$ cat src/hw/rtl/rstu_pkg.sv
package rstu_pkg;

    localparam int RELATIONS = 8;
    localparam int MEASURES  = 16;
    localparam int ENTRIES   = RELATIONS * MEASURES;
    localparam int ENTRY_W   = $clog2(ENTRIES);

    localparam int REL_W  = 3;
    localparam int MI_W   = 4;
    localparam int X_W    = 32;
    localparam int CNT_W  = 16;
    localparam int STD_W  = 31;
    localparam int CFG_W  = 4;
    localparam int VAR_W  = 64;
    localparam int ROW_W  = CNT_W + X_W + 2 * VAR_W;
    localparam int DEN_W  = CNT_W + 2;

    localparam logic [CFG_W-1:0] CFG_RESET = 4'd8;

    typedef struct packed {
        logic in_take;
        logic rd;
        logic load;
        logic mul1;
        logic mean_go;
        logic mean_fix;
        logic mul2;
        logic vdiv_go;
        logic take_a;
        logic pdiv_go;
        logic take_v;
        logic sqrt_go;
        logic write;
        logic out_load;
        logic out_bad;
    } t_cmd;

    typedef struct packed {
        logic bad;
        logic div_done;
        logic sqrt_done;
        logic out_free;
    } t_stat;

endpackage

$ cat src/hw/rtl/rstu_ctrl.sv
module rstu_ctrl (
    input  logic            i_clk,
    input  logic            i_rst_n,
    input  logic            i_valid,
    output logic            o_ready,
    output rstu_pkg::t_cmd  o_cmd,
    input  rstu_pkg::t_stat i_stat
);

    typedef enum logic [4:0] {
        S_IDLE,
        S_CHECK,
        S_READ,
        S_LOAD,
        S_MUL1,
        S_MEAN_GO,
        S_MEAN_WAIT,
        S_MEAN_FIX,
        S_MUL2,
        S_VDIV_GO,
        S_VDIV_WAIT,
        S_PDIV_GO,
        S_PDIV_WAIT,
        S_SQRT_GO,
        S_SQRT_WAIT,
        S_WRITE,
        S_DONE
    } t_state;

    t_state r_state;
    t_state n_state;
    logic   r_bad;
    logic   n_bad;

    always_comb begin
        n_state = r_state;
        n_bad   = r_bad;
        o_cmd   = '0;
        unique case (r_state)
            S_IDLE: begin
                o_cmd.in_take = i_valid;
                if (i_valid) begin
                    n_state = S_CHECK;
                end
            end
            S_CHECK: begin
                n_bad = i_stat.bad;
                if (i_stat.bad) begin
                    n_state = S_DONE;
                end else begin
                    o_cmd.rd = 1'b1;
                    n_state  = S_READ;
                end
            end
            S_READ: begin
                n_state = S_LOAD;
            end
            S_LOAD: begin
                o_cmd.load = 1'b1;
                n_state    = S_MUL1;
            end
            S_MUL1: begin
                o_cmd.mul1 = 1'b1;
                n_state    = S_MEAN_GO;
            end
            S_MEAN_GO: begin
                o_cmd.mean_go = 1'b1;
                n_state       = S_MEAN_WAIT;
            end
            S_MEAN_WAIT: begin
                if (i_stat.div_done) begin
                    n_state = S_MEAN_FIX;
                end
            end
            S_MEAN_FIX: begin
                o_cmd.mean_fix = 1'b1;
                n_state        = S_MUL2;
            end
            S_MUL2: begin
                o_cmd.mul2 = 1'b1;
                n_state    = S_VDIV_GO;
            end
            S_VDIV_GO: begin
                o_cmd.vdiv_go = 1'b1;
                n_state       = S_VDIV_WAIT;
            end
            S_VDIV_WAIT: begin
                if (i_stat.div_done) begin
                    o_cmd.take_a = 1'b1;
                    n_state      = S_PDIV_GO;
                end
            end
            S_PDIV_GO: begin
                o_cmd.pdiv_go = 1'b1;
                n_state       = S_PDIV_WAIT;
            end
            S_PDIV_WAIT: begin
                if (i_stat.div_done) begin
                    o_cmd.take_v = 1'b1;
                    n_state      = S_SQRT_GO;
                end
            end
            S_SQRT_GO: begin
                o_cmd.sqrt_go = 1'b1;
                n_state       = S_SQRT_WAIT;
            end
            S_SQRT_WAIT: begin
                if (i_stat.sqrt_done) begin
                    n_state = S_WRITE;
                end
            end
            S_WRITE: begin
                o_cmd.write = 1'b1;
                n_state     = S_DONE;
            end
            S_DONE: begin
                if (i_stat.out_free) begin
                    o_cmd.out_load = 1'b1;
                    o_cmd.out_bad  = r_bad;
                    n_state        = S_IDLE;
                end
            end
            default: begin
                n_state = S_IDLE;
            end
        endcase
    end

    always_ff @(posedge i_clk) begin
        if (!i_rst_n) begin
            r_state <= S_IDLE;
            r_bad   <= 1'b0;
        end else begin
            r_state <= n_state;
            r_bad   <= n_bad;
        end
    end

    assign o_ready = (r_state == S_IDLE);

endmodule
$ cat config.mk
export PLATFORM = sky130hd
export DESIGN_NAME = rstu_ctrl
export DESIGN_NICKNAME = d
export VERILOG_FILES = /design/src/hw/rtl/rstu_pkg.sv /design/src/hw/rtl/rstu_ctrl.sv
export SDC_FILE = /design/constraint.sdc
export NUM_CORES = 1
export LEC_CHECK = 0
export ABC_AREA = 1
export BUFFER_PORTS_ARGS = -buffer_cell sky130_fd_sc_hd__clkbuf_2
export CAP_MARGIN = 5
export CORE_AREA = 2 2 39 41
export DETAILED_ROUTE_END_ITERATION = 8
export DIE_AREA = 0 0 41 43
export PLACE_DENSITY_LB_ADDON = 0.2
export SYNTH_ARGS = -nofsm -noshare
export SYNTH_HDL_FRONTEND = slang
export SYNTH_SLANG_ARGS = --single-unit
$ cat constraint.sdc
create_clock -name i_clk -period 1.19 [get_ports i_clk]
set_clock_uncertainty 0.15 [all_clocks]
set_input_delay 0.238 -clock i_clk [delete_from_list [all_inputs] [get_ports i_clk]]
set_output_delay 0.238 -clock i_clk [all_outputs]
set_load 0.01 [all_outputs]
==> results of run 1 <==
worst max-delay path, delay by kind of cell, from the launching register on:
kind                   cells  cell delay [ns]
buffers and inverters      2             0.29
and+or+nand+nor            3             0.38
DFF                        1             0.37
flip-flops by register name, indices dropped and copies added (netlist names):
register / cells
r_state: 5
r_bad: 1
stage by stage:
step                      utilization [%]  setup WS (ns)
after floorplan                         -        -0.0644
after global routing                 84.4         -0.527
after global placement               57.3         -0.270
final                                84.4         -0.498
after CTS                            69.8         -0.448
after detailed placement             57.3         -0.256
layer usage:
metal | share of wire, % | vias up
met5 | 0 | -
met4 | 1.0 | 0
met1 | 42 | 371
li1 | - | 372
met3 | 4.4 | 6
met2 | 52 | 19
what timing repair did:
item                                    4_1_cts  5_1_grt
pin swaps                                    14       19
endpoints found under the setup margin       22       22
buffers inserted                              8       12
gates resized for setup                      29       40
final cells by class:
cell class / instances / share of cell area, %
repair buffers: 55 / 37.9
well taps: 16 / 1.71
flip-flops and latches: 6 / 11.9
multi-input cells: 57 / 39.8
inverters: 17 / 6.75
clock buffers: 3 / 1.93
cell families (layout without fill, tap and decap cells):
logic type	after synthesis	in the layout	share of synthesized area, %
buf+inv	19	75	15.9
compound gates	5	5	6.62
simple gates	52	52	53.9
flops	6	6	23.5
layout by cell type, fill, tap and decap left out:
master and instances:
clkbuf_4 3, a31oi_1 1, o21ai_2 1, a41oi_2 1, nand2_1 9, dfxtp_1 1, nor2_4 9, nand2_2 3
buf_2 10, nand4_1 1, o21ai_0 1, clkbuf_2 7, buf_6 16, a21oi_2 1, nor3b_2 1, nor3_4 3
nor2_1 6, nor3_2 3, inv_6 2, inv_4 2, dfxtp_4 5, nand3_1 4, nand2_4 4, inv_1 9
nand3_4 2, nand3b_1 1, inv_2 4, buf_12 1, buf_4 21, nor2_2 6
cells in the mapped netlist (all sizes together):
library cell  number  area share, %
nand3b             1            1.5
o21ai              2            2.0
nor2              21             22
inv               17             13
dfxtp              6             24
a41oi              1            1.7
nand4              1            1.2
a31oi              1            1.2
nor3b              1            1.5
nor3               6            7.8
buf                2            2.9
a21oi              1            1.7
nand3              6            6.9
nand2             16             13
power by group through the flow:
stage	clock network, mW	logic [mW]	registers [mW]
after floorplan	0	0.204	0.235
after global placement	0	0.292	0.257
after detailed placement	0	0.296	0.257
after CTS	0.192	0.384	0.259
after global routing	0.214	0.515	0.267
final	0.197	0.489	0.265
worst min path at each step:
stage	startpoint	endpoint	slack, ns	cells after the start
final	i_rst_n	r_state[4]$_SDFFE_PN0P_	0.08	3
after global routing	i_rst_n	r_state[4]$_SDFFE_PN0P_	0.11	3
after CTS	i_rst_n	r_state[4]$_SDFFE_PN0P_	0.06	3
after detailed placement	i_rst_n	r_state[4]$_SDFFE_PN0P_	0.31	3
after global placement	i_rst_n	r_state[4]$_SDFFE_PN0P_	0.31	3
after floorplan	i_rst_n	r_state[4]$_SDFFE_PN0P_	0.19	2
==> results.cfg, run 1 <==
[outcome]
outcome = complete, but fails checks
violations = setup timing

[sta]
finalSetupViolations = 22
rsz0062_at_grt = yes
slew_viol_final = 0
slew_headroom_pct = 82.8
clock.fmax_ghz = 0.592
finalCritPeriodShare_pct = 142
fin_setup_tns_ns = -8.02
whs_ns = 0.0823
fin_crit_ns = 1.69
hold_viol_final = 0
fin_ws_ns = -0.498
worst_pin_slew_ns = 0.257

[layout]
instances_no_fill = 154
fin_nets = 147
nFillCells = 80
multi_input_area_um2 = 464
antenna_cells = 0
drive_gt1_share_pct = 76.1
final_cell_area_um2 = 1170
regArea_um2 = 139
area_growth_pct = 129

[setup_path]
cp_data_arrival_time_ns = 1.30
crit_path_start_kind = flop
ff2ff_path_depth = 10
cp_cell_sequence = nor2_4 -> nand2_4 -> buf_4 -> nor2_1 -> buf_2
slowest_delay_ns = 0.37
critPathLaunch = r_state[2]$_SDFFE_PN0P_
endpoint_kind = primary output
cp_slowest_cell = dfxtp_4
reg2reg_to = r_bad$_SDFFE_PN0N_
cp_data_required_time_ns = 0.80
crit_end = o_ready
crit_type = reg2out
r2r_slack_ns = -0.47
reg2reg_from = r_state[4]$_SDFFE_PN0P_
worstPathMaxFanout = 4

[synthesis]
synth_seq_cells = 6
synth_cells = 82
synth.distinct_cells = 22
avgSynthCellArea_um2 = 6.23
ys_seq_area_share_pct = 23.5
syn_nets = 89
synth.cell_area_um2 = 510
yosysWarnings = 0

[clock_tree]
holdBufCountCts = 0
tritoncts = yes
cts_max_path_buffers = 2
cts_made_buffers = 3
root_buffer = clkbuf_4
clkTransAtPathRegs_ns = 0.05
cts_max_level = 1
clock_latency_ns = 0.25
clkSinkCount = 6

[power]
power_leakage_nw = 0.599
internal-power_mw = 0.587
power_frac_clock_pct = 20.7
p_total_mw = 0.951
combPwrFrac_pct = 51.4
ir_worst_vdd_mv = 0.686
p_switching_mw = 0.364
switching_share_pct = 38.3
sequentialPowerShare_pct = 27.9
p_per_area_nw_per_um2 = 815

[detailed_routing]
dr.pass1.iters = 4
detail-route-antenna-nets = 0
drc = 0
routed_via_density = 4.99
avgRoutedWirePerCell_um = 14.3
vias = 768
wirelength_um = 2200
dr.first_iter.drc_count = 15

[floorplanning]
core_um2 = 1380
initial_utilization_pct = 36.9
die-area_um2 = 1760
die_y_um = 43
die_w_um = 41
boundaryPins = 23
rows = 14

[grt]
grt_use_met2_pct = 33.1
grt_usage_pct = 20.8
antenna_found_initial = 0
grt_overflow_total = 0
grt_pass1_wl_um = 2530
grt_pass1_vias = 584
top_usage_layer = met2
grt_max_degree = 9
met3_usage_pct = 6.28
grt_use_met1_pct = 26.8

[placement]
gp_routability_congestion = 0.840
hpwl_um = 1220
place_area_um2 = 793
dp.cells = 133
io_buffers = 22

[min_path]
hold_class = in2reg

[job]
max_cap_violations = 0
Power figures use the tool's default switching activity.
==> run 2: changes to the inputs <==
Settings changed: ABC_AREA 1 to unset.
==> results.cfg, run 2 <==
[outcome]
outcome = complete, but fails checks
violations = setup timing

[placement]
gp_routability_congestion = 0.817
place_area_um2 = 778
io_buffers = 22
hpwl_um = 1140
place_ws_ns = -0.432
dp.cells = 118

[synthesis]
async_reset_ff_share_pct = 0
yosysWarnings = 0
synth.distinct_cells = 31
synth-edff-count = 0
synth_area_leaders = dfxtp_1 25%, nor2_1 9.3%, buf_6 4.6%, nand3b_1 4.6%, nor3_1 4.1%
syn_nets = 73
synth_cells = 66
avgSynthCellArea_um2 = 7.36
ys_seq_area_share_pct = 24.7
synth_largest_area_cell = dfxtp_1
yosysTopAreaCellShare_pct = 24.7
synth.cell_area_um2 = 485
synth_seq_cells = 6
synthTopCellsByCount = 12 x nor2_1, 6 x dfxtp_1, 4 x nand2_1, 4 x nor3_1
yosysMostFrequentCell = nor2_1
synth_flop_cell = dfxtp_1

[layout]
area_growth_pct = 117
fin_nets = 123
antenna_cells = 0
final_util_pct = 76.1
final_cell_mix = 18 x buf_6, 17 x buf_4, 12 x clkbuf_2
instances_no_fill = 130
regMostFlops = r_state
largestRegisters = r_state x5, r_bad x1
nFillCells = 97
drive_gt1_share_pct = 78.9
mostFrequentLayoutCell = buf_6
final_cell_area_um2 = 1050
largest_register_ff_count = 5

[setup_path]
slowest_delay_ns = 0.43
critPathTopFamily = simple AND/OR/NAND/NOR gates
endpoint_kind = primary output
crit_type = reg2out
r2r_slack_ns = -0.41
cp_slowest_cell = or3_4
reg2reg_from = r_state[4]$_SDFFE_PN0P_
cp_data_required_time_ns = 0.80
cp_cell_sequence = or3_4 -> nor3_4 -> and2_4 -> buf_6
ff2ff_path_depth = 6
cp_data_arrival_time_ns = 1.40
worstPathMaxFanout = 4
crit_path_start_kind = flop
critPathBufInv = 1
reg2reg_to = r_state[4]$_SDFFE_PN0P_

[grt]
grt_overflow_total = 0
grt_max_degree = 8
grt_pass1_wl_um = 2540
antenna_found_initial = 0
grt_pass1_vias = 615
grt_usage_pct = 21.5

[clock_tree]
cts_max_path_buffers = 2
tritoncts = yes
cts_max_level = 1
holdBufCountCts = 0
cts_made_buffers = 3
clkSinkCount = 6
root_buffer = clkbuf_4
clock_latency_ns = 0.26
clkTransAtPathRegs_ns = 0.05

[detailed_routing]
detail-route-antenna-nets = 0
wl_met3_um = 80
wirelength_um = 1710
drc = 0
wl_met1_um = 667
routed_via_density = 4.91
vias = 638
wl_met2_um = 933
avgRoutedWirePerCell_um = 13.1
dr.first_iter.drc_count = 3
dr.pass1.iters = 4
topRoutingLayerUsed = met4

[sta]
finalCritPeriodShare_pct = 150
fin_crit_ns = 1.79
worst_pin_slew_ns = 0.264
slew_headroom_pct = 82.3
clock.fmax_ghz = 0.560
hold_viol_final = 0
whs_ns = 0.0825
rsz0062_at_grt = yes
finalSetupViolations = 20
slew_viol_final = 0
fin_setup_tns_ns = -9.15
fin_ws_ns = -0.597

[floorplanning]
die_w_um = 41
die-area_um2 = 1760
rows = 14
initial_utilization_pct = 35.1
core_um2 = 1380
die_y_um = 43
boundaryPins = 23

[min_path]
hold_start = i_rst_n
hold_path_depth = 2
hold_class = in2reg
whs_endpoint = r_state[1]$_SDFFE_PN0P_

[job]
max_cap_violations = 0

[power]
p_total_mw = 0.916
power_leakage_nw = 0.473
p_per_area_nw_per_um2 = 870
ir_worst_vdd_mv = 0.458
[run 2: what timing repair did]
item,in CTS,in global routing
pin swaps,7,10
cloned,0,0
resized for setup,21,35
setup buffers,6,3
endpoints found under the setup margin,20,21
[run 2: routing by layer]
layer	GRT usage [%]	vias to the layer above
met4	8.00	0
met2	33.1	19
met3	4.71	4
li1	-	320
met5	0	-
met1	28.1	295
[run 2: layout make-up]
class | instances | area, µm² | area share (%)
repair buffers | 51 | 410 | 39.0
multi-input cells | 52 | 459 | 43.6
flip-flops and latches | 6 | 134 | 12.7
inverters | 2 | 7.51 | 0.713
well taps | 16 | 20.0 | 1.90
clock buffers | 3 | 22.5 | 2.14
[run 2: power by group]
group / switching [mW] / internal, mW / total (mW)
clock network: 0.0880 / 0.115 / 0.203
logic: 0.199 / 0.269 / 0.469
registers: 0.0265 / 0.218 / 0.245
total: 0.314 / 0.603 / 0.916
[run 2: how the worst max path moves through the flow]
stage                            start         to  slack (ns)  cells after the start
6_report       r_state[4]$_SDFFE_PN0P_  o_cmd[14]       -0.60                      4
5_1_grt        r_state[4]$_SDFFE_PN0P_  o_cmd[14]       -0.61                      4
4_1_cts        r_state[4]$_SDFFE_PN0P_  o_cmd[14]       -0.61                      4
3_5_place_dp   r_state[1]$_SDFFE_PN0P_  o_cmd[14]       -0.43                      4
3_3_place_gp   r_state[1]$_SDFFE_PN0P_  o_cmd[14]       -0.39                      4
2_1_floorplan  r_state[4]$_SDFFE_PN0P_  o_cmd[14]       -0.43                      5
[run 2: cells by family after synthesis]
kind of cell | share of synthesized area [%]
xor+xnor | 5.41
compound gates | 9.79
simple gates | 49.2
buf+inv | 10.8
flops | 24.7
==> run 3: changes to the inputs <==
Settings changed: ABC_AREA set to 1, SETUP_SLACK_MARGIN set to 0.05.
==> results.cfg, run 3 (same netlist as run 1, synthesis figures left out) <==
[detailed_routing]
avgRoutedWirePerCell_um = 12.4
wirelength_um = 1830
dr.pass1.iters = 3
vias = 712
routed_via_density = 4.81
dr.first_iter.drc_count = 11
drc = 0
detail-route-antenna-nets = 0

[floorplanning]
die_y_um = 43
core_um2 = 1380
initial_utilization_pct = 36.9
rows = 14
die_w_um = 41
die-area_um2 = 1760
boundaryPins = 23

[layout]
regMostFlops = r_state
antenna_cells = 0
largest_register_ff_count = 5
fin_nets = 141
final_cell_mix = 24 x buf_4, 11 x clkbuf_2, 9 x nand2_1
nFillCells = 113
drive_gt1_share_pct = 78.0
mostFrequentLayoutCell = buf_4
largestRegisters = r_state x5, r_bad x1
area_growth_pct = 105
instances_no_fill = 148

[setup_path]
cp_data_required_time_ns = 0.80
cp_cell_sequence = inv_4 -> nor3_4 -> inv_2 -> nor2_2 -> buf_2
crit_type = reg2out
cp_data_arrival_time_ns = 1.22
crit_path_start_kind = flop
slowest_delay_ns = 0.38
endpoint_kind = primary output
cp_slowest_cell = dfxtp_4
worstPathMaxFanout = 3

[grt]
grt_max_degree = 11
grt_overflow_total = 0
grt_usage_pct = 22.4
grt_pass1_wl_um = 2640
grt_pass1_vias = 634
antenna_found_initial = 0

[placement]
io_buffers = 22
gp_routability_congestion = 0.814
dp.cells = 129
hpwl_um = 1150
place_ws_ns = -0.289

[power]
p_total_mw = 0.855
ir_worst_vdd_mv = 0.710
p_per_area_nw_per_um2 = 815
power_leakage_nw = 0.518

[clock_tree]
clkSinkCount = 6
cts_max_path_buffers = 2
cts_max_level = 1
root_buffer = clkbuf_4
cts_made_buffers = 3
tritoncts = yes
clock_latency_ns = 0.26
clkTransAtPathRegs_ns = 0.05

[sta]
finalSetupViolations = 22
whs_ns = 0.0520
rsz0062_at_grt = yes
finalCritPeriodShare_pct = 135
clock.fmax_ghz = 0.624
slew_viol_final = 0
fin_setup_tns_ns = -6.97
slew_headroom_pct = 82.8
fin_ws_ns = -0.413
hold_viol_final = 0
worst_pin_slew_ns = 0.255
fin_crit_ns = 1.60

[outcome]
outcome = complete, but fails checks
violations = setup timing

[job]
max_cap_violations = 0

[min_path]
hold_class = in2reg
## run 3: per-stage QoR
stage,utilization (%),area (µm²)
2_1_floorplan,-,577
5_1_grt,75.8,1050
4_1_cts,67.5,933
6_report,75.8,1050
3_3_place_gp,55.7,771
3_5_place_dp,55.7,771
## run 3: path summary, 6_finish.rpt
check / depth (start not counted) / end / slack [ns] / start
worst min register to register: 2 / r_bad$_SDFFE_PN0N_ / 0.34 / r_bad$_SDFFE_PN0N_
worst max register to register: 9 / r_bad$_SDFFE_PN0N_ / -0.25 / r_state[3]$_SDFFE_PN0P_
worst max-delay path: 5 / o_cmd[7] / -0.41 / r_state[3]$_SDFFE_PN0P_
worst min-delay path: 3 / r_state[4]$_SDFFE_PN0P_ / 0.05 / i_rst_n
## run 3: layout make-up
cell class              instances  area [µm²]  area share, %
repair buffers                 49         349           33.3
clock buffers                   3        22.5           2.15
well taps                      16        20.0           1.91
flip-flops and latches          6         139           13.2
multi-input cells              57         442           42.1
inverters                      17        76.3           7.28
## run 3: metal layers
layer | track usage [%] | routed length, µm | up-vias
li1 | - | - | 357
met1 | 25.4 | 700 | 332
met2 | 36.6 | 1010 | 17
met3 | 7.85 | 71 | 6
met4 | 8.00 | 53 | 0
met5 | 0 | 0 | -
## run 3: power by group
group          leakage, nW  switching [mW]  internal [mW]
Sequential          0.0527          0.0382          0.219
Clock               0.0138          0.0905          0.115
Combinational        0.451           0.202          0.190
Total                0.518           0.331          0.524
## run 3: critical path, delay by kind of cell (launching register included)
kind	cells	cell delay, ns
flip-flops	1	0.38
buffers and inverters	3	0.28
AND/OR/NAND/NOR	2	0.29
## run 3: repair_timing
item,in CTS,in global routing
setup buffers,12,7
setup endpoints to repair,22,22
hold buffers,0,0
gates resized for setup,17,35
pin swaps,18,10
